--- config.mk ---
export PLATFORM = sky130hd
export DESIGN_NAME = websocket_text_frame_masker
export DESIGN_NICKNAME = d
export VERILOG_FILES = /design/src/rtl/wstfm_pkg.sv /design/src/rtl/wstfm_queue.sv /design/src/rtl/wstfm_front.sv /design/src/rtl/wstfm_back.sv /design/src/rtl/websocket_text_frame_masker.sv
export SDC_FILE = /design/constraint.sdc
export NUM_CORES = 1
export LEC_CHECK = 0
export ABC_AREA = 1
export BUFFER_PORTS_ARGS = -buffer_cell sky130_fd_sc_hd__buf_4
export CAP_MARGIN = 25
export CORE_ASPECT_RATIO = 0.9
export CORE_MARGIN = 2
export CORE_UTILIZATION = 40
export CTS_CLUSTER_SIZE = 20
export DETAILED_ROUTE_END_ITERATION = 10
export GPL_TIMING_DRIVEN = 0
export HOLD_SLACK_MARGIN = 0.08
export MAX_ROUTING_LAYER = met4
export REMOVE_ABC_BUFFERS = 1
export SETUP_SLACK_MARGIN = 0.15
export SKIP_CTS_REPAIR_TIMING = 1
export SYNTH_ARGS = -nofsm -noshare
export SYNTH_HDL_FRONTEND = slang
export SYNTH_SLANG_ARGS = --single-unit
--- constraint.sdc ---
create_clock -name aclk -period 6.63 [get_ports aclk]
set_input_delay 1.326 -clock aclk [delete_from_list [all_inputs] [get_ports aclk]]
set_output_delay 1.326 -clock aclk [all_outputs]
set_load 0.005 [all_outputs]
--- src/rtl/wstfm_pkg.sv ---
// shared types, constants and header byte functions for the websocket text frame masker
// no dependencies; imported by every module of the block but the checker
`default_nettype none

package wstfm_pkg;

    localparam int LEN_BITS    = 63;
    localparam int QUEUE_DEPTH = 4;
    localparam int QPTR_BITS   = $clog2(QUEUE_DEPTH);

    localparam logic CMD_START = 1'b0;
    localparam logic CMD_BYTE  = 1'b1;

    localparam logic [7:0] HDR_FIN_TEXT  = 8'h81;
    localparam logic [7:0] MASK_BIT      = 8'h80;
    localparam logic [7:0] SHORT_MAX_LEN = 8'd125;
    localparam logic [6:0] CODE_MID      = 7'd126;
    localparam logic [6:0] CODE_LONG     = 7'd127;

    typedef enum logic [1:0] {
        HDR_SHORT,
        HDR_MID,
        HDR_LONG
    } hdr_kind_t;

    // one queue entry: either a whole header burst or one masked payload byte
    typedef struct packed {
        logic                is_data;
        hdr_kind_t           hdr;
        logic                empty;
        logic [LEN_BITS-1:0] len;
        logic [31:0]         key;
        logic [7:0]          data;
        logic                last;
    } entry_t;

    typedef struct packed {
        logic full;
        logic empty;
    } q_status_t;

    // index of the final header byte
    function automatic logic [3:0] hdr_end_idx(input hdr_kind_t kind);
        logic [3:0] r;
        unique case (kind)
            HDR_SHORT: r = 4'd5;
            HDR_MID:   r = 4'd7;
            HDR_LONG:  r = 4'd13;
            default:   r = 4'd5;
        endcase
        return r;
    endfunction

    // index of the first key byte
    function automatic logic [3:0] hdr_key_base(input hdr_kind_t kind);
        logic [3:0] r;
        unique case (kind)
            HDR_SHORT: r = 4'd2;
            HDR_MID:   r = 4'd4;
            HDR_LONG:  r = 4'd10;
            default:   r = 4'd2;
        endcase
        return r;
    endfunction

    function automatic logic [7:0] hdr_byte(input entry_t e, input logic [3:0] idx);
        logic [63:0] len64;
        logic [3:0]  base;
        logic [3:0]  koff;
        logic [3:0]  loff;
        logic [31:0] kshift;
        logic [63:0] lshift;
        logic [7:0]  r;
        len64  = 64'(e.len);
        base   = hdr_key_base(e.hdr);
        koff   = idx - base;
        loff   = base - 4'd1 - idx;
        kshift = e.key >> {koff[1:0], 3'b000};
        lshift = len64 >> {loff[2:0], 3'b000};
        if (idx == 4'd0) begin
            r = HDR_FIN_TEXT;
        end else if (idx >= base) begin
            r = kshift[7:0];
        end else if (idx == 4'd1) begin
            unique case (e.hdr)
                HDR_SHORT: r = MASK_BIT | {1'b0, e.len[6:0]};
                HDR_MID:   r = MASK_BIT | {1'b0, CODE_MID};
                HDR_LONG:  r = MASK_BIT | {1'b0, CODE_LONG};
                default:   r = MASK_BIT;
            endcase
        end else begin
            // length bytes, most significant first
            r = lshift[7:0];
        end
        return r;
    endfunction

endpackage

`default_nettype wire

--- src/rtl/wstfm_queue.sv ---
// four-entry item queue between the front and back parts of the frame masker
// depends on wstfm_pkg
`default_nettype none

module wstfm_queue (
    input  wire logic               aclk,
    input  wire logic               aresetn,
    input  wire logic               push,
    input  wire wstfm_pkg::entry_t  push_entry,
    input  wire logic               pop,
    output wstfm_pkg::entry_t       head,
    output wstfm_pkg::q_status_t    status
);
    import wstfm_pkg::*;

    entry_t               mem_reg [QUEUE_DEPTH];
    logic [QPTR_BITS-1:0] wr_ptr_reg, wr_ptr_next;
    logic [QPTR_BITS-1:0] rd_ptr_reg, rd_ptr_next;
    logic [QPTR_BITS:0]   count_reg, count_next;
    logic                 do_push, do_pop;

    assign status  = '{full:  (count_reg == (QPTR_BITS + 1)'(QUEUE_DEPTH)),
                       empty: (count_reg == '0)};
    assign do_push = push && !status.full;
    assign do_pop  = pop && !status.empty;
    assign head    = mem_reg[rd_ptr_reg];

    always_comb begin
        wr_ptr_next = do_push ? wr_ptr_reg + 1'b1 : wr_ptr_reg;
        rd_ptr_next = do_pop ? rd_ptr_reg + 1'b1 : rd_ptr_reg;
        count_next  = count_reg;
        if (do_push && !do_pop) begin
            count_next = count_reg + 1'b1;
        end else if (do_pop && !do_push) begin
            count_next = count_reg - 1'b1;
        end
    end

    always_ff @(posedge aclk) begin
        if (!aresetn) begin
            wr_ptr_reg <= '0;
            rd_ptr_reg <= '0;
            count_reg  <= '0;
        end else begin
            wr_ptr_reg <= wr_ptr_next;
            rd_ptr_reg <= rd_ptr_next;
            count_reg  <= count_next;
        end
    end

    always_ff @(posedge aclk) begin
        if (do_push) begin
            mem_reg[wr_ptr_reg] <= push_entry;
        end
    end

endmodule

`default_nettype wire

--- src/rtl/wstfm_front.sv ---
// front part of the frame masker: accepts items, keeps frame state, masks payload
// bytes and classifies start items by header length; depends on wstfm_pkg
`default_nettype none

module wstfm_front (
    input  wire logic                           aclk,
    input  wire logic                           aresetn,
    input  wire logic                           s_valid,
    output logic                                s_ready,
    input  wire logic                           s_cmd,
    input  wire logic [wstfm_pkg::LEN_BITS-1:0] s_payload_len,
    input  wire logic [31:0]                    s_mask_key,
    input  wire logic [7:0]                     s_data_byte,
    input  wire wstfm_pkg::q_status_t           q_status,
    output logic                                push,
    output wstfm_pkg::entry_t                   push_entry
);
    import wstfm_pkg::*;

    logic [LEN_BITS-1:0] bytes_left_reg, bytes_left_next;
    logic [31:0]         key_store_reg, key_store_next;
    logic [1:0]          key_phase_reg, key_phase_next;
    logic                frame_open_reg, frame_open_next;

    logic                accept;
    logic [LEN_BITS-1:0] left_dec;
    logic                fin;
    logic [31:0]         key_shift;
    hdr_kind_t           kind;

    assign s_ready   = !q_status.full;
    assign accept    = s_valid && s_ready;
    assign left_dec  = bytes_left_reg - 1'b1;
    assign fin       = (left_dec == '0);
    assign key_shift = key_store_reg >> {key_phase_reg, 3'b000};

    always_comb begin
        priority if (s_payload_len <= LEN_BITS'(SHORT_MAX_LEN)) begin
            kind = HDR_SHORT;
        end else if ((s_payload_len >> 16) == '0) begin
            kind = HDR_MID;
        end else begin
            kind = HDR_LONG;
        end
    end

    always_comb begin
        bytes_left_next = bytes_left_reg;
        key_store_next  = key_store_reg;
        key_phase_next  = key_phase_reg;
        frame_open_next = frame_open_reg;
        push            = 1'b0;
        push_entry.is_data = (s_cmd == CMD_BYTE);
        push_entry.hdr     = kind;
        push_entry.empty   = (s_payload_len == '0);
        push_entry.len     = s_payload_len;
        push_entry.key     = s_mask_key;
        push_entry.data    = s_data_byte ^ key_shift[7:0];
        push_entry.last    = fin;
        if (accept) begin
            if (s_cmd == CMD_START) begin
                // a start abandons whatever frame is open
                push            = 1'b1;
                bytes_left_next = s_payload_len;
                key_store_next  = s_mask_key;
                key_phase_next  = 2'd0;
                frame_open_next = (s_payload_len != '0);
            end else if (frame_open_reg) begin
                push            = 1'b1;
                bytes_left_next = left_dec;
                key_phase_next  = key_phase_reg + 2'd1;
                frame_open_next = !fin;
            end
        end
    end

    always_ff @(posedge aclk) begin
        if (!aresetn) begin
            bytes_left_reg <= '0;
            key_store_reg  <= '0;
            key_phase_reg  <= '0;
            frame_open_reg <= 1'b0;
        end else begin
            bytes_left_reg <= bytes_left_next;
            key_store_reg  <= key_store_next;
            key_phase_reg  <= key_phase_next;
            frame_open_reg <= frame_open_next;
        end
    end

endmodule

`default_nettype wire

--- src/rtl/wstfm_back.sv ---
// back part of the frame masker: plays header bursts and payload bytes from the
// queue into the output register; depends on wstfm_pkg
`default_nettype none

module wstfm_back (
    input  wire logic                  aclk,
    input  wire logic                  aresetn,
    input  wire wstfm_pkg::entry_t     head,
    input  wire wstfm_pkg::q_status_t  q_status,
    output logic                       pop,
    output logic                       m_valid,
    input  wire logic                  m_ready,
    output logic [7:0]                 m_out_byte,
    output logic                       m_last
);
    import wstfm_pkg::*;

    logic [3:0] idx_reg, idx_next;
    logic       valid_reg;
    logic [7:0] byte_reg;
    logic       last_reg;

    logic       emit;
    logic       hdr_done;
    logic [3:0] end_idx;
    logic [7:0] byte_sel;
    logic       last_sel;

    assign end_idx  = hdr_end_idx(head.hdr);
    assign hdr_done = (idx_reg == end_idx);
    assign emit     = !q_status.empty && (!valid_reg || m_ready);

    always_comb begin
        if (head.is_data) begin
            byte_sel = head.data;
            last_sel = head.last;
            pop      = emit;
            idx_next = idx_reg;
        end else begin
            byte_sel = hdr_byte(head, idx_reg);
            last_sel = head.empty && hdr_done;
            pop      = emit && hdr_done;
            idx_next = idx_reg;
            if (emit) begin
                idx_next = hdr_done ? 4'd0 : idx_reg + 4'd1;
            end
        end
    end

    always_ff @(posedge aclk) begin
        if (!aresetn) begin
            idx_reg   <= '0;
            valid_reg <= 1'b0;
        end else begin
            idx_reg <= idx_next;
            if (emit) begin
                valid_reg <= 1'b1;
            end else if (m_ready) begin
                valid_reg <= 1'b0;
            end
        end
    end

    always_ff @(posedge aclk) begin
        if (emit) begin
            byte_reg <= byte_sel;
            last_reg <= last_sel;
        end
    end

    assign m_valid    = valid_reg;
    assign m_out_byte = byte_reg;
    assign m_last     = last_reg;

endmodule

`default_nettype wire

--- src/rtl/websocket_text_frame_masker.sv ---
// Masked websocket text frame encoder producing one wire byte per output item.
//
// Input channel (s_*): a start item (s_cmd = 0) carries s_payload_len and
// s_mask_key and produces the header burst 0x81, the mask bit with the length
// code (one, three or nine bytes), then the four key bytes, bits 7:0 first.
// A payload item (s_cmd = 1) produces s_data_byte xored with the next key byte;
// the final payload byte carries m_last. A payload item with no open frame is
// dropped, and a start abandons any open frame. An empty frame ends on its
// last key byte with m_last set.
// Output channel (m_*): one byte and its last flag per item.
// An accepted item passes through the queue into the output register.
// Throughput: one payload item per cycle while the queue is not full; a start
// plays a 6, 8 or 14 byte header from the back part's sequencer. A four-item
// queue between front and back absorbs a header burst while the input runs on.
// Reset (aresetn low, synchronous) empties the queue, closes any open frame
// and drops m_valid. When the receiver stalls the output byte holds, the queue
// fills and s_ready falls once four items are waiting.
// depends on wstfm_pkg, wstfm_front, wstfm_queue, wstfm_back
`default_nettype none

module websocket_text_frame_masker (
    input  wire logic                           aclk,
    input  wire logic                           aresetn,
    input  wire logic                           s_valid,
    output logic                                s_ready,
    input  wire logic                           s_cmd,
    input  wire logic [wstfm_pkg::LEN_BITS-1:0] s_payload_len,
    input  wire logic [31:0]                    s_mask_key,
    input  wire logic [7:0]                     s_data_byte,
    output logic                                m_valid,
    input  wire logic                           m_ready,
    output logic [7:0]                          m_out_byte,
    output logic                                m_last
);
    import wstfm_pkg::*;

    entry_t    push_entry;
    entry_t    head;
    q_status_t q_status;
    logic      push;
    logic      pop;

    wstfm_front u_front (
        .aclk          (aclk),
        .aresetn       (aresetn),
        .s_valid       (s_valid),
        .s_ready       (s_ready),
        .s_cmd         (s_cmd),
        .s_payload_len (s_payload_len),
        .s_mask_key    (s_mask_key),
        .s_data_byte   (s_data_byte),
        .q_status      (q_status),
        .push          (push),
        .push_entry    (push_entry)
    );

    wstfm_queue u_queue (
        .aclk       (aclk),
        .aresetn    (aresetn),
        .push       (push),
        .push_entry (push_entry),
        .pop        (pop),
        .head       (head),
        .status     (q_status)
    );

    wstfm_back u_back (
        .aclk       (aclk),
        .aresetn    (aresetn),
        .head       (head),
        .q_status   (q_status),
        .pop        (pop),
        .m_valid    (m_valid),
        .m_ready    (m_ready),
        .m_out_byte (m_out_byte),
        .m_last     (m_last)
    );

endmodule

`default_nettype wire

==> out/qor.json, run 1 <==
{
  "asyncSetResetFlopFracSynth": {"value": 0, "unit": "%"},
  "cts_tree": {"value": "done"},
  "rows": {"value": 87},
  "min_delay_path_depth": {"value": 2},
  "worst_hold_startpoint": {"value": "u_front.key_store_reg[16]"},
  "synth.avg_cell_area": {"value": 9.74, "unit": "um2"},
  "yosys_warnings": {"value": 0},
  "drive_gt1_share": {"value": 11.5, "unit": "%"},
  "layout_nets": {"value": 2786},
  "setup_violations": {"value": 0},
  "min_period_over_period": {"value": 91.0, "unit": "%"},
  "numCtsBuffers": {"value": 57},
  "clock_latency_on_the_worst_skew_pair": {"value": 0.64, "unit": "ns"},
  "n_fill_cell": {"value": 5810},
  "finalHoldViolCount": {"value": 0},
  "cts_htree_levels": {"value": 2},
  "synthCells": {"value": 2577},
  "post-route-min-period": {"value": 6.03, "unit": "ns"},
  "synth.cell_area": {"value": 25100, "unit": "um2"},
  "grt_pass1_vias": {"value": 18600},
  "first_pass_grt_wire_length": {"value": 113000, "unit": "um"},
  "synth_area_leaders": {"value": "sky130_fd_sc_hd__edfxtp_1 (53%), sky130_fd_sc_hd__dfxtp_1 (8.9%), sky130_fd_sc_hd__nand2_1 (8.3%), sky130_fd_sc_hd__o21ai_0 (5.3%), sky130_fd_sc_hd__nor2_1 (4.9%)"},
  "largest_register_ffs": {"value": 432},
  "crit_required": {"value": 7.02, "unit": "ns"},
  "ys_seq_area_share": {"value": 61.7, "unit": "%"},
  "layout.cell_area.non_filler": {"value": 29200, "unit": "um2"},
  "final_util": {"value": 46.8, "unit": "%"},
  "synth.cells.most_frequent": {"value": "sky130_fd_sc_hd__nand2_1 (552), sky130_fd_sc_hd__edfxtp_1 (441), sky130_fd_sc_hd__nor2_1 (329), sky130_fd_sc_hd__o21ai_0 (265), sky130_fd_sc_hd__a21oi_1 (199)"},
  "cts_num_sinks": {"value": 553},
  "startpoint_type": {"value": "flop"},
  "antenna_found_initial": {"value": 1},
  "routed_wirelength": {"value": 75600, "unit": "um"},
  "grt_remaining_overflow": {"value": 0},
  "synth.top_cell.area_share": {"value": 52.8, "unit": "%"},
  "pin_count_of_the_biggest_net_entering_global_routing": {"value": 114},
  "via_per_inst": {"value": 5.42},
  "drc_violation_count_after_routing": {"value": 0},
  "gp_congestion": {"value": 0.933},
  "drt_pass1_iterations": {"value": 5},
  "highest_attainable_clock_frequency": {"value": 166, "unit": "MHz"},
  "routed_wire_length_per_instance": {"value": 21.3, "unit": "um"},
  "crit_path_end_kind": {"value": "flop"},
  "maxCapViolations": {"value": 0},
  "min_delay_worst_endpoint": {"value": "u_front.key_store_reg[16]"},
  "cts.clk_slew.worst_paths": {"value": 0.06, "unit": "ns"},
  "die_area": {"value": 64800, "unit": "um2"},
  "die_h": {"value": 242, "unit": "um"},
  "regToRegSetupSlack": {"value": 0.60, "unit": "ns"},
  "timing.setup.critical_path_class": {"value": "reg2reg"},
  "cp.arrival": {"value": 6.42, "unit": "ns"},
  "leakage": {"value": 0.0110, "unit": "uW"},
  "timing.reg2reg.worst_path_depth": {"value": 19},
  "dpl-instance-area": {"value": 27300, "unit": "um2"},
  "final-max-slew-violation-count": {"value": 0},
  "gr-usage-all-layers": {"value": 23.9, "unit": "%"},
  "design.portCount": {"value": 119},
  "place_hpwl": {"value": 50100, "unit": "um"},
  "synth_seq_cells": {"value": 553},
  "cts_max_path_buffers": {"value": 3},
  "max-vdd-ir-drop": {"value": 0.000239, "unit": "V"},
  "worst_hold_margin": {"value": 0.454, "unit": "ns"},
  "drt-initial-drc-count": {"value": 1932},
  "critPathMaxFanout": {"value": 113},
  "finClkSkew": {"value": 0.0305, "unit": "ns"},
  "outcome": {"value": "finished clean"},
  "flip_flop_cell_with_the_highest_count_after_synthesis": {"value": "sky130_fd_sc_hd__edfxtp_1"},
  "edff_count_synth": {"value": 441},
  "core": {"value": 62400, "unit": "um2"},
  "holdCritPathClass": {"value": "reg2reg"},
  "root_buffer": {"value": "sky130_fd_sc_hd__clkbuf_16"},
  "rsz0062_at_grt": {"value": "no"},
  "ratio_of_total_power_to_cell_area": {"value": 388, "unit": "nW/um2"},
  "timing.max_slew.rel_slack": {"value": 31.2, "unit": "%"},
  "initial_core_util": {"value": 40.2, "unit": "%"},
  "most_area_hungry_cell_type_in_the_yosys_netlist": {"value": "sky130_fd_sc_hd__edfxtp_1"},
  "routed-via-count": {"value": 19300},
  "die-width": {"value": 268, "unit": "um"},
  "regToRegEndpoint": {"value": "u_back.m_out_byte[5]"},
  "tightestPinTransition": {"value": 1.03, "unit": "ns"},
  "fin_total_pwr": {"value": 11300, "unit": "uW"},
  "syn2layout_area_growth": {"value": 16.3, "unit": "%"},
  "io_buffers": {"value": 118},
  "synth_most_common_cell": {"value": "sky130_fd_sc_hd__nand2_1"},
  "antenna_violating_nets_post_route": {"value": 0},
  "synth_cell_types": {"value": 51}
}
[layout make-up]
type / count / area, um2 / area share, %
diodes: 2 / 5.00 / 0.0171
multi-input cells: 1732 / 8520 / 29.2
well taps: 845 / 1060 / 3.62
clock buffers: 72 / 1570 / 5.36
inverters: 161 / 622 / 2.13
repair buffers: 155 / 1640 / 5.61
clock inverters: 35 / 289 / 0.990
flip-flops and latches: 553 / 15500 / 53.1
[per-stage QoR]
stage	std cells	worst slack, ns	TNS, ns
CTS	3548	-0.00546	-0.00546
detailed placement	3441	0.0215	0
global placement	3409	-12.95	-3607.90
floorplan	2446	-2.88	-403.11
global route	3555	0.212	0
finish	3555	0.597	0
[cell families (layout without fill, tap and decap cells)]
family	count (synthesis)	count (layout)	share of synthesized area [%]
AND/OR/NAND/NOR	1064	1064	17.8
AO/OA/AOI/OAI	627	627	14.1
flip-flops	553	553	61.7
buffers and inverters	292	423	4.62
XOR/XNOR	23	23	0.802
adder cells (fa/ha/maj)	18	18	0.927
other	0	2	0
[critical path: stages, from the launching register on]
cell and delay [ns]:
sky130_fd_sc_hd__dfxtp_4 0.53, sky130_fd_sc_hd__buf_16 0.34, sky130_fd_sc_hd__inv_8 0.51, sky130_fd_sc_hd__buf_16 0.35
sky130_fd_sc_hd__nand2_1 0.09, sky130_fd_sc_hd__a32oi_1 0.39, sky130_fd_sc_hd__inv_1 0.15, sky130_fd_sc_hd__ha_1 0.22
sky130_fd_sc_hd__inv_1 0.08, sky130_fd_sc_hd__ha_1 0.30, sky130_fd_sc_hd__clkinvlp_4 0.39, sky130_fd_sc_hd__buf_16 0.22
sky130_fd_sc_hd__nor2_4 0.09, sky130_fd_sc_hd__buf_12 0.16, sky130_fd_sc_hd__a31oi_2 0.54, sky130_fd_sc_hd__clkinv_1 0.49
sky130_fd_sc_hd__a21oi_1 0.30, sky130_fd_sc_hd__a21oi_1 0.19, sky130_fd_sc_hd__o21ai_0 0.11, sky130_fd_sc_hd__nand2_1 0.06
[report_power, final]
group	leakage, uW	internal (uW)	total, uW	switching, uW
Combinational	0.00513	1200	3780	2580
Clock	0.000915	1760	3160	1390
Sequential	0.00495	4130	4400	269
[routing by layer]
| metal | part of all wire [%] | GRT usage (%) | up-vias |
|---|---|---|---|
| li1 | - | - | 9165 |
| met4 | 2.7 | 6.82 | 0 |
| met3 | 6.5 | 3.45 | 117 |
| met2 | 48 | 37.9 | 654 |
| met5 | 0 | - | - |
| met1 | 43 | 31.9 | 9348 |
[worst max-delay path by stage]
| stage | endpoint | cells after the start | start | slack, ns |
|---|---|---|---|---|
| after floorplan | u_back.m_out_byte[3] | 16 | flop | -2.88 |
| after global placement | u_back.m_out_byte[2] | 16 | flop | -12.95 |
| after detailed placement | u_back.m_out_byte[5] | 18 | flop | 0.02 |
| after CTS | u_back.m_out_byte[5] | 18 | flop | -0.005 |
| after global routing | u_back.m_out_byte[5] | 19 | flop | 0.21 |
| final | u_back.m_out_byte[5] | 19 | flop | 0.60 |
[cells in the final DEF (no fill, tap or decap), drive strengths merged, types with 72 or more instances in the layout]
master and count:
buf 155, edfxtp 441, nor2 358, inv 160, clkbuf 72, o21ai 271, nand3 80, a21oi 200
dfxtp 112, nand2 562
Power figures use the tool's default switching activity.
==> run 2, diff against run 1 <==
CELL_PAD_IN_SITES_DETAIL_PLACEMENT = 2   (was unset)
CELL_PAD_IN_SITES_GLOBAL_PLACEMENT = 2   (was unset)
CORE_UTILIZATION = 36   (was 40)
PLACE_DENSITY_LB_ADDON = 0.1   (was unset)
==> run 2 against run 1 <==
Net effect: critical path depth fell by 1; flip-flop and latch count unchanged; via count grew 3.2%; non-clock buffer count increased by 4; global-route usage grew 2.7 points; highest routed layer unchanged.
==> out/qor.json, run 2 (synthesis gave the netlist of run 1 again) <==
{
  "crit_path_max_incr_delay": {"value": 0.63, "unit": "ns", "change": "+0.09 ns"},
  "drive_gt1_share": {"value": 11.9, "unit": "%", "change": "+0.35 points"},
  "gr-usage-all-layers": {"value": 26.6, "unit": "%", "change": "+2.7 points"},
  "regToRegSetupSlack": {"value": 0.73, "unit": "ns", "change": "+0.13 ns"},
  "via_per_inst": {"value": 5.45, "change": "+0.48%"},
  "cp.arrival": {"value": 6.41, "unit": "ns", "change": "about the same"},
  "root_buffer": {"value": "sky130_fd_sc_hd__clkbuf_16"},
  "cts_tree": {"value": "done"},
  "min_delay_worst_endpoint": {"value": "u_front.key_store_reg[23]"},
  "cts_htree_levels": {"value": 2, "change": "unchanged"},
  "outcome": {"value": "finished clean"},
  "routed-via-count": {"value": 19900, "change": "+3.2%"},
  "post-route-min-period": {"value": 5.90, "unit": "ns", "change": "-0.129 ns"},
  "io_buffers": {"value": 118, "change": "unchanged"},
  "rows": {"value": 91, "change": "+4.6%"},
  "design.portCount": {"value": 119, "change": "unchanged"},
  "crit_required": {"value": 7.14, "unit": "ns", "change": "+0.12 ns"},
  "place_hpwl": {"value": 62800, "unit": "um", "change": "+25%"},
  "worst_hold_startpoint": {"value": "u_front.key_store_reg[23]"},
  "drc_violation_count_after_routing": {"value": 0, "change": "unchanged"},
  "layout_nets": {"value": 2794, "change": "+0.29%"},
  "final_cell_mix": {"value": "sky130_fd_sc_hd__nand2_1 (552), sky130_fd_sc_hd__edfxtp_1 (441), sky130_fd_sc_hd__nor2_1 (323), sky130_fd_sc_hd__o21ai_0 (265), sky130_fd_sc_hd__a21oi_1 (199)"},
  "die_area": {"value": 71900, "unit": "um2", "change": "+11%"},
  "timing.critical_path.max_delay_family": {"value": "buffers and inverters"},
  "min_delay_path_depth": {"value": 2, "change": "unchanged"},
  "slowest_cell_on_crit_path": {"value": "sky130_fd_sc_hd__clkinv_2"},
  "finClkSkew": {"value": 0.0227, "unit": "ns", "change": "-0.00779 ns"},
  "critPathMaxFanout": {"value": 116, "change": "+2.7%"},
  "die_h": {"value": 255, "unit": "um", "change": "+5.3%"},
  "tightestPinTransition": {"value": 0.986, "unit": "ns", "change": "-0.0445 ns"},
  "holdCritPathClass": {"value": "reg2reg"},
  "finalHoldViolCount": {"value": 0, "change": "unchanged"},
  "cts.clk_slew.worst_paths": {"value": 0.06, "unit": "ns", "change": "about the same"},
  "min_period_over_period": {"value": 89.0, "unit": "%", "change": "-2.0 points"},
  "antenna_violating_nets_post_route": {"value": 0, "change": "unchanged"},
  "clock_latency_on_the_worst_skew_pair": {"value": 0.64, "unit": "ns", "change": "about the same"},
  "numCtsBuffers": {"value": 61, "change": "+7.0%"},
  "crit_path_end_kind": {"value": "flop"},
  "maxCapViolations": {"value": 0, "change": "unchanged"},
  "drt-initial-drc-count": {"value": 1068, "change": "-45%"},
  "leakage": {"value": 0.0112, "unit": "uW", "change": "+1.8%"},
  "routed_wire_length_per_instance": {"value": 25.3, "unit": "um", "change": "+19%"},
  "max-vdd-ir-drop": {"value": 0.000267, "unit": "V", "change": "+11%"},
  "timing.setup.critical_path_class": {"value": "reg2reg"},
  "setup_violations": {"value": 0, "change": "unchanged"},
  "final-instance-count-excl-fill": {"value": 3653, "change": "+2.8%"},
  "cp_cell_sequence": {"value": "buf_16, inv_8, buf_16, nand2_1, a32oi_1, ha_1, inv_1, ha_1, clkinv_2, nor2_4, buf_4, a31oi_1, clkbuf_4, clkinv_1, a21oi_1, a21oi_1, o21ai_0, nand2_1"},
  "die-width": {"value": 282, "unit": "um", "change": "+5.3%"},
  "startpoint_type": {"value": "flop"},
  "place_inst": {"value": 3531, "change": "+2.6%"},
  "syn2layout_area_growth": {"value": 18.5, "unit": "%"},
  "pin_count_of_the_biggest_net_entering_global_routing": {"value": 117, "change": "+2.6%"},
  "final-max-slew-violation-count": {"value": 0, "change": "unchanged"},
  "grt_pass1_vias": {"value": 21900, "change": "+17%"},
  "cts_num_sinks": {"value": 553, "change": "unchanged"},
  "drt_pass1_iterations": {"value": 5, "change": "unchanged"},
  "first_pass_grt_wire_length": {"value": 139000, "unit": "um", "change": "+22%"},
  "antenna_found_initial": {"value": 1, "change": "unchanged"},
  "timing.critical_path.buf_inv": {"value": 8, "change": "-1"},
  "ratio_of_total_power_to_cell_area": {"value": 407, "unit": "nW/um2", "change": "+4.9%"},
  "core": {"value": 68800, "unit": "um2", "change": "+10%"},
  "largest_register_ffs": {"value": 432, "change": "unchanged"},
  "timing.max_slew.rel_slack": {"value": 34.2, "unit": "%", "change": "+3.0 points"},
  "rsz0062_at_grt": {"value": "no"},
  "worst_hold_margin": {"value": 0.463, "unit": "ns", "change": "+0.00865 ns"},
  "layout_commonest_cell": {"value": "sky130_fd_sc_hd__nand2_1"},
  "routed_wirelength": {"value": 92300, "unit": "um", "change": "+22%"},
  "timing.reg2reg.worst_path_depth": {"value": 18, "change": "-1"},
  "gp_congestion": {"value": 0.893, "change": "-4.3%"},
  "highest_attainable_clock_frequency": {"value": 169, "unit": "MHz", "change": "+2.2%"},
  "n_fill_cell": {"value": 7297, "change": "+26%"},
  "grt_remaining_overflow": {"value": 0, "change": "unchanged"},
  "initial_core_util": {"value": 36.5, "unit": "%", "change": "-3.7 points"},
  "cts_max_path_buffers": {"value": 3, "change": "unchanged"},
  "regToRegEndpoint": {"value": "u_back.m_out_byte[5]"}
}
run 2: cell count changes in the layout (fill, tap and decap cells not counted), sizes merged:
cell    change
clkbuf     +20
clkinv     -14
bufinv      +6
buf         +3
inv         -2
run 2: final cells by class:
class / instances / area (um2) / share of cell area, %
antenna: 2 / 5.00 / 0.0168
sequential: 553 / 15500 / 52.1
tap: 930 / 1160 / 3.91
timing repair buffer: 159 / 1780 / 5.98
clock inverter: 25 / 387 / 1.30
inverter: 161 / 619 / 2.08
multi-input combinational: 1732 / 8520 / 28.6
clock buffer: 91 / 1790 / 6.02
run 2: worst max path at each step:
stage | end | depth (start not counted)
2_1_floorplan | u_back.m_out_byte[3] | 16
3_3_place_gp | u_back.m_out_byte[2] | 16
3_5_place_dp | u_back.m_out_byte[2] | 17
4_1_cts | u_back.m_out_byte[2] | 17
5_1_grt | u_queue.count_reg[2] | 20
6_report | u_back.m_out_byte[5] | 18
run 2: power by group:
group	leakage, uW	switching (uW)	total, uW	internal, uW
registers	0.00495	291	4420	4130
logic	0.00519	2830	4040	1210
clock network	0.00105	1470	3660	2180
total	0.0112	4590	12100	7520
run 2: worst min-delay path, delay by kind of cell (launching register included):
kind | cells | cell delay (ns)
flip-flops | 1 | 0.30
buffers and inverters | 1 | 0.06
AO/OA/AOI/OAI | 1 | 0.06
run 2: routing by layer:
metal,part of all wire (%),wire (um),GRT usage [%],up-vias
met4,2.6,2430,7.27,0
met1,43,40100,32.4,10200
li1,-,-,-,9178
met3,2.7,2500,2.31,130
met5,0,0,-,-
met2,51,47200,47.2,357
run 2: stage by stage:
step	total power (uW)	TNS, ns	utilization, %	setup WS [ns]	instance area, um2
2_1_floorplan	6710	-403.11	-	-2.88	24500
3_5_place_dp	8530	-0.119	40.0	-0.0827	27500
4_1_cts	12200	-0.198	43.2	-0.110	29700
3_3_place_gp	8330	-4598.88	38.7	-14.51	26600
6_report	12100	0	43.3	0.726	29800
5_1_grt	12800	0	43.3	0.371	29800
==> run 3, diff against run 2 <==
ABC_AREA = 0   (was 1)
CORE_UTILIZATION = 40   (was 36)
==> run 3 against run 2 <==
Net effect: worst setup slack better by 0.40 ns; first-iteration DRC count is 0.28% higher; count of clock-buffer cells in the layout is 11 lower; critical path type unchanged; global-route usage is 1.1 points lower; via count is 23% lower; total power is 17% lower; synthesized cell count is 36% lower; worst hold slack better by 0.00086 ns; critical endpoint is now u_queue.count_reg[2]; design area is 5.6% lower; register-to-register slack better by 0.40 ns.
==> out/qor.json, run 3 <==
{
  "antenna_violating_nets_post_route": {"value": 0, "change": "unchanged"},
  "startpoint_type": {"value": "flop"},
  "min_delay_worst_endpoint": {"value": "u_front.key_store_reg[0]"},
  "min_delay_path_depth": {"value": 2, "change": "unchanged"},
  "n_fill_cell": {"value": 5654, "change": "-23%"},
  "crit_required": {"value": 7.19, "unit": "ns", "change": "+0.05 ns"},
  "ys_seq_area_share": {"value": 64.6, "unit": "%", "change": "+3.0 points"},
  "initial_core_util": {"value": 40.2, "unit": "%", "change": "+3.7 points"},
  "root_buffer": {"value": "sky130_fd_sc_hd__clkbuf_16"},
  "setup_violations": {"value": 0, "change": "unchanged"},
  "final_cell_mix": {"value": "sky130_fd_sc_hd__edfxtp_1 (441), sky130_fd_sc_hd__nand2_1 (150), sky130_fd_sc_hd__mux4_2 (139), sky130_fd_sc_hd__a21oi_1 (130), sky130_fd_sc_hd__buf_4 (123)"},
  "asyncSetResetFlopFracSynth": {"value": 0, "unit": "%", "change": "unchanged"},
  "pin_count_of_the_biggest_net_entering_global_routing": {"value": 97, "change": "-17%"},
  "io_buffers": {"value": 118, "change": "unchanged"},
  "synth.avg_cell_area": {"value": 14.4, "unit": "um2", "change": "+48%"},
  "synth_cell_types": {"value": 66, "change": "+29%"},
  "highest_attainable_clock_frequency": {"value": 182, "unit": "MHz", "change": "+7.2%"},
  "most_area_hungry_cell_type_in_the_yosys_netlist": {"value": "sky130_fd_sc_hd__edfxtp_1"},
  "gr-usage-all-layers": {"value": 25.4, "unit": "%", "change": "-1.1 points"},
  "layout_commonest_cell": {"value": "sky130_fd_sc_hd__edfxtp_1"},
  "die-width": {"value": 262, "unit": "um", "change": "-7.2%"},
  "crit_path_end_kind": {"value": "flop"},
  "synth_seq_cells": {"value": 553, "change": "unchanged"},
  "synth.cells.most_frequent": {"value": "sky130_fd_sc_hd__edfxtp_1 (441), sky130_fd_sc_hd__nand2_1 (150), sky130_fd_sc_hd__mux4_2 (139), sky130_fd_sc_hd__a21oi_1 (130), sky130_fd_sc_hd__dfxtp_1 (112)"},
  "design.portCount": {"value": 119, "change": "unchanged"},
  "largest_register_ffs": {"value": 432, "change": "unchanged"},
  "synth.cell_area": {"value": 24000, "unit": "um2", "change": "-4.6%"},
  "finalHoldViolCount": {"value": 0, "change": "unchanged"},
  "maxCapViolations": {"value": 0, "change": "unchanged"},
  "timing.setup.tns": {"value": 0, "unit": "ns", "change": "unchanged"},
  "yosys_warnings": {"value": 0, "change": "unchanged"},
  "finClkSkew": {"value": 0.0350, "unit": "ns", "change": "+0.0123 ns"},
  "outcome": {"value": "finished clean"},
  "place_inst": {"value": 2495, "change": "-29%"},
  "ratio_of_total_power_to_cell_area": {"value": 356, "unit": "nW/um2", "change": "-13%"},
  "worst_hold_startpoint": {"value": "u_front.key_store_reg[0]"},
  "regToRegSetupSlack": {"value": 1.12, "unit": "ns", "change": "+0.40 ns"},
  "drive_gt1_share": {"value": 22.4, "unit": "%", "change": "+10 points"},
  "routed_wire_length_per_instance": {"value": 28.7, "unit": "um", "change": "+14%"},
  "synth_most_common_cell": {"value": "sky130_fd_sc_hd__edfxtp_1"},
  "synth_area_leaders": {"value": "sky130_fd_sc_hd__edfxtp_1 (55%), sky130_fd_sc_hd__mux4_2 (13%), sky130_fd_sc_hd__dfxtp_1 (9.4%), sky130_fd_sc_hd__a21oi_1 (2.7%), sky130_fd_sc_hd__nand2_1 (2.4%)"},
  "regToRegEndpoint": {"value": "u_queue.count_reg[2]"},
  "clock_latency_on_the_worst_skew_pair": {"value": 0.64, "unit": "ns", "change": "about the same"},
  "max-vdd-ir-drop": {"value": 0.000229, "unit": "V", "change": "-14%"},
  "cts_htree_levels": {"value": 2, "change": "unchanged"},
  "grt_pass1_vias": {"value": 16800, "change": "-23%"},
  "synth.top_cell.area_share": {"value": 55.3, "unit": "%", "change": "+2.5 points"},
  "fin_total_pwr": {"value": 10000, "unit": "uW", "change": "-17%"},
  "edff_count_synth": {"value": 441, "change": "unchanged"},
  "final_util": {"value": 47.2, "unit": "%", "change": "+3.9 points"},
  "drc_violation_count_after_routing": {"value": 0, "change": "unchanged"},
  "layout_nets": {"value": 1901, "change": "-32%"},
  "antenna_found_initial": {"value": 4, "change": "+3"},
  "drt-initial-drc-count": {"value": 1071, "change": "+0.28%"},
  "finalWorstSetupSlack": {"value": 1.12, "unit": "ns", "change": "+0.396 ns"},
  "crit_path_max_incr_delay": {"value": 0.70, "unit": "ns", "change": "+0.07 ns"},
  "cp_cell_sequence": {"value": "buf_16, mux4_2, inv_1, ha_1, inv_1, ha_1, inv_2, buf_12, and4_1, o21ai_0, ha_1, inv_1, fa_1, xor2_1, or3_1, a21oi_1"},
  "cts.clk_slew.worst_paths": {"value": 0.06, "unit": "ns", "change": "about the same"},
  "final-max-slew-violation-count": {"value": 0, "change": "unchanged"},
  "timing.setup.critical_path_class": {"value": "reg2reg"},
  "dpl_worst_slack": {"value": 1.07, "unit": "ns", "change": "+1.15 ns"},
  "final-instance-count-excl-fill": {"value": 2609, "change": "-29%"},
  "min_period_over_period": {"value": 83.1, "unit": "%", "change": "-6.0 points"},
  "syn2layout_area_growth": {"value": 17.3, "unit": "%"},
  "numCtsBuffers": {"value": 59, "change": "-3.3%"},
  "timing.critical_path.max_delay_family": {"value": "adder cells"},
  "critPathMaxFanout": {"value": 36, "change": "-69%"},
  "rsz0062_at_grt": {"value": "no"},
  "core": {"value": 59600, "unit": "um2", "change": "-13%"},
  "die_area": {"value": 61900, "unit": "um2", "change": "-14%"},
  "grt_remaining_overflow": {"value": 0, "change": "unchanged"},
  "timing.critical_path.buf_inv": {"value": 6, "change": "-2"},
  "holdCritPathClass": {"value": "reg2reg"},
  "first_pass_grt_wire_length": {"value": 112000, "unit": "um", "change": "-19%"},
  "slowest_cell_on_crit_path": {"value": "sky130_fd_sc_hd__ha_1"},
  "cts_tree": {"value": "done"},
  "post-route-min-period": {"value": 5.51, "unit": "ns", "change": "-0.396 ns"},
  "gp_congestion": {"value": 0.808, "change": "-9.5%"},
  "flip_flop_cell_with_the_highest_count_after_synthesis": {"value": "sky130_fd_sc_hd__edfxtp_1"},
  "synthCells": {"value": 1658, "change": "-36%"},
  "via_per_inst": {"value": 5.85, "change": "+7.3%"},
  "place_hpwl": {"value": 49200, "unit": "um", "change": "-22%"},
  "leakage": {"value": 0.00920, "unit": "uW", "change": "-18%"},
  "cts_max_path_buffers": {"value": 3, "change": "unchanged"},
  "timing.reg2reg.worst_path_depth": {"value": 16, "change": "-2"},
  "tightestPinTransition": {"value": 1.04, "unit": "ns", "change": "+0.0570 ns"},
  "rows": {"value": 85, "change": "-6.6%"},
  "routed_wirelength": {"value": 74900, "unit": "um", "change": "-19%"},
  "cp.arrival": {"value": 6.07, "unit": "ns", "change": "-0.34 ns"},
  "die_h": {"value": 236, "unit": "um", "change": "-7.2%"},
  "timing.max_slew.rel_slack": {"value": 29.8, "unit": "%", "change": "-4.4 points"},
  "drt_pass1_iterations": {"value": 7, "change": "+2"},
  "cts_num_sinks": {"value": 553, "change": "unchanged"},
  "routed-via-count": {"value": 15300, "change": "-23%"}
}
[run 3: worst min-delay path: cells and delay by family, from the launching register on]
kind	cells	cell delay [ns]
AOI/OAI and AO/OA	1	0.05
DFF	1	0.31
and+or+nand+nor	1	0.06
[run 3: cell type report]
class | count | area (um2) | share of cell area [%]
diodes | 1 | 2.50 | 0.00891
clock buffers | 80 | 1650 | 5.86
clock inverters | 31 | 315 | 1.12
inverters | 36 | 141 | 0.503
multi-input cells | 974 | 7980 | 28.4
flip-flops and latches | 553 | 15500 | 55.2
well taps | 783 | 980 | 3.49
repair buffers | 151 | 1530 | 5.45
[run 3: logic make-up after synthesis]
group | after synthesis | synth area share [%]
DFF | 553 | 64.6
and+or+nand+nor | 476 | 9.92
AOI/OAI and AO/OA | 277 | 6.82
muxes | 157 | 13.8
buffers and inverters | 131 | 2.13
xor gates and xnor gates | 46 | 1.68
adders and majority gates | 18 | 0.972
[run 3: where the power goes]
group	switching (uW)	total (uW)	leakage, uW	internal [uW]
combinational	1430	2420	0.00330	988
clock	1400	3360	0.000963	1970
sequential	185	4230	0.00493	4040
total	3010	10000	0.00920	7000
[run 3: worst max path at each step]
stage          startpoint                      to  slack (ns)  depth (start not counted)
6_report             flop    u_queue.count_reg[2]        1.12                         16
5_1_grt              flop    u_queue.count_reg[2]        0.74                         16
4_1_cts              flop    u_queue.count_reg[2]        1.02                         16
3_5_place_dp         flop    u_queue.count_reg[2]        1.07                         16
3_3_place_gp        s_cmd  u_queue.mem_reg[1][68]      -12.35                          5
2_1_floorplan       s_cmd   u_queue.mem_reg[0][0]       -2.97                          4
[run 3: stage by stage]
stage / instance area [um2] / hold WS [ns]
5_1_grt: 28100 / 0.486
3_5_place_dp: 26100 / 0.454
6_report: 28100 / 0.464
4_1_cts: 28100 / 0.462
3_3_place_gp: 25400 / 0.440
2_1_floorplan: 23600 / 0.433
[run 3: routing by layer]
metal | vias up | share of wire [%] | wire (um) | global-route usage, %
li1 | 6731 | - | - | -
met1 | 8173 | 45 | 33500 | 34.8
met2 | 286 | 50 | 37100 | 41.2
met3 | 72 | 3.9 | 2940 | 2.68
met4 | 0 | 1.9 | 1390 | 5.63
met5 | - | 0 | 0 | -
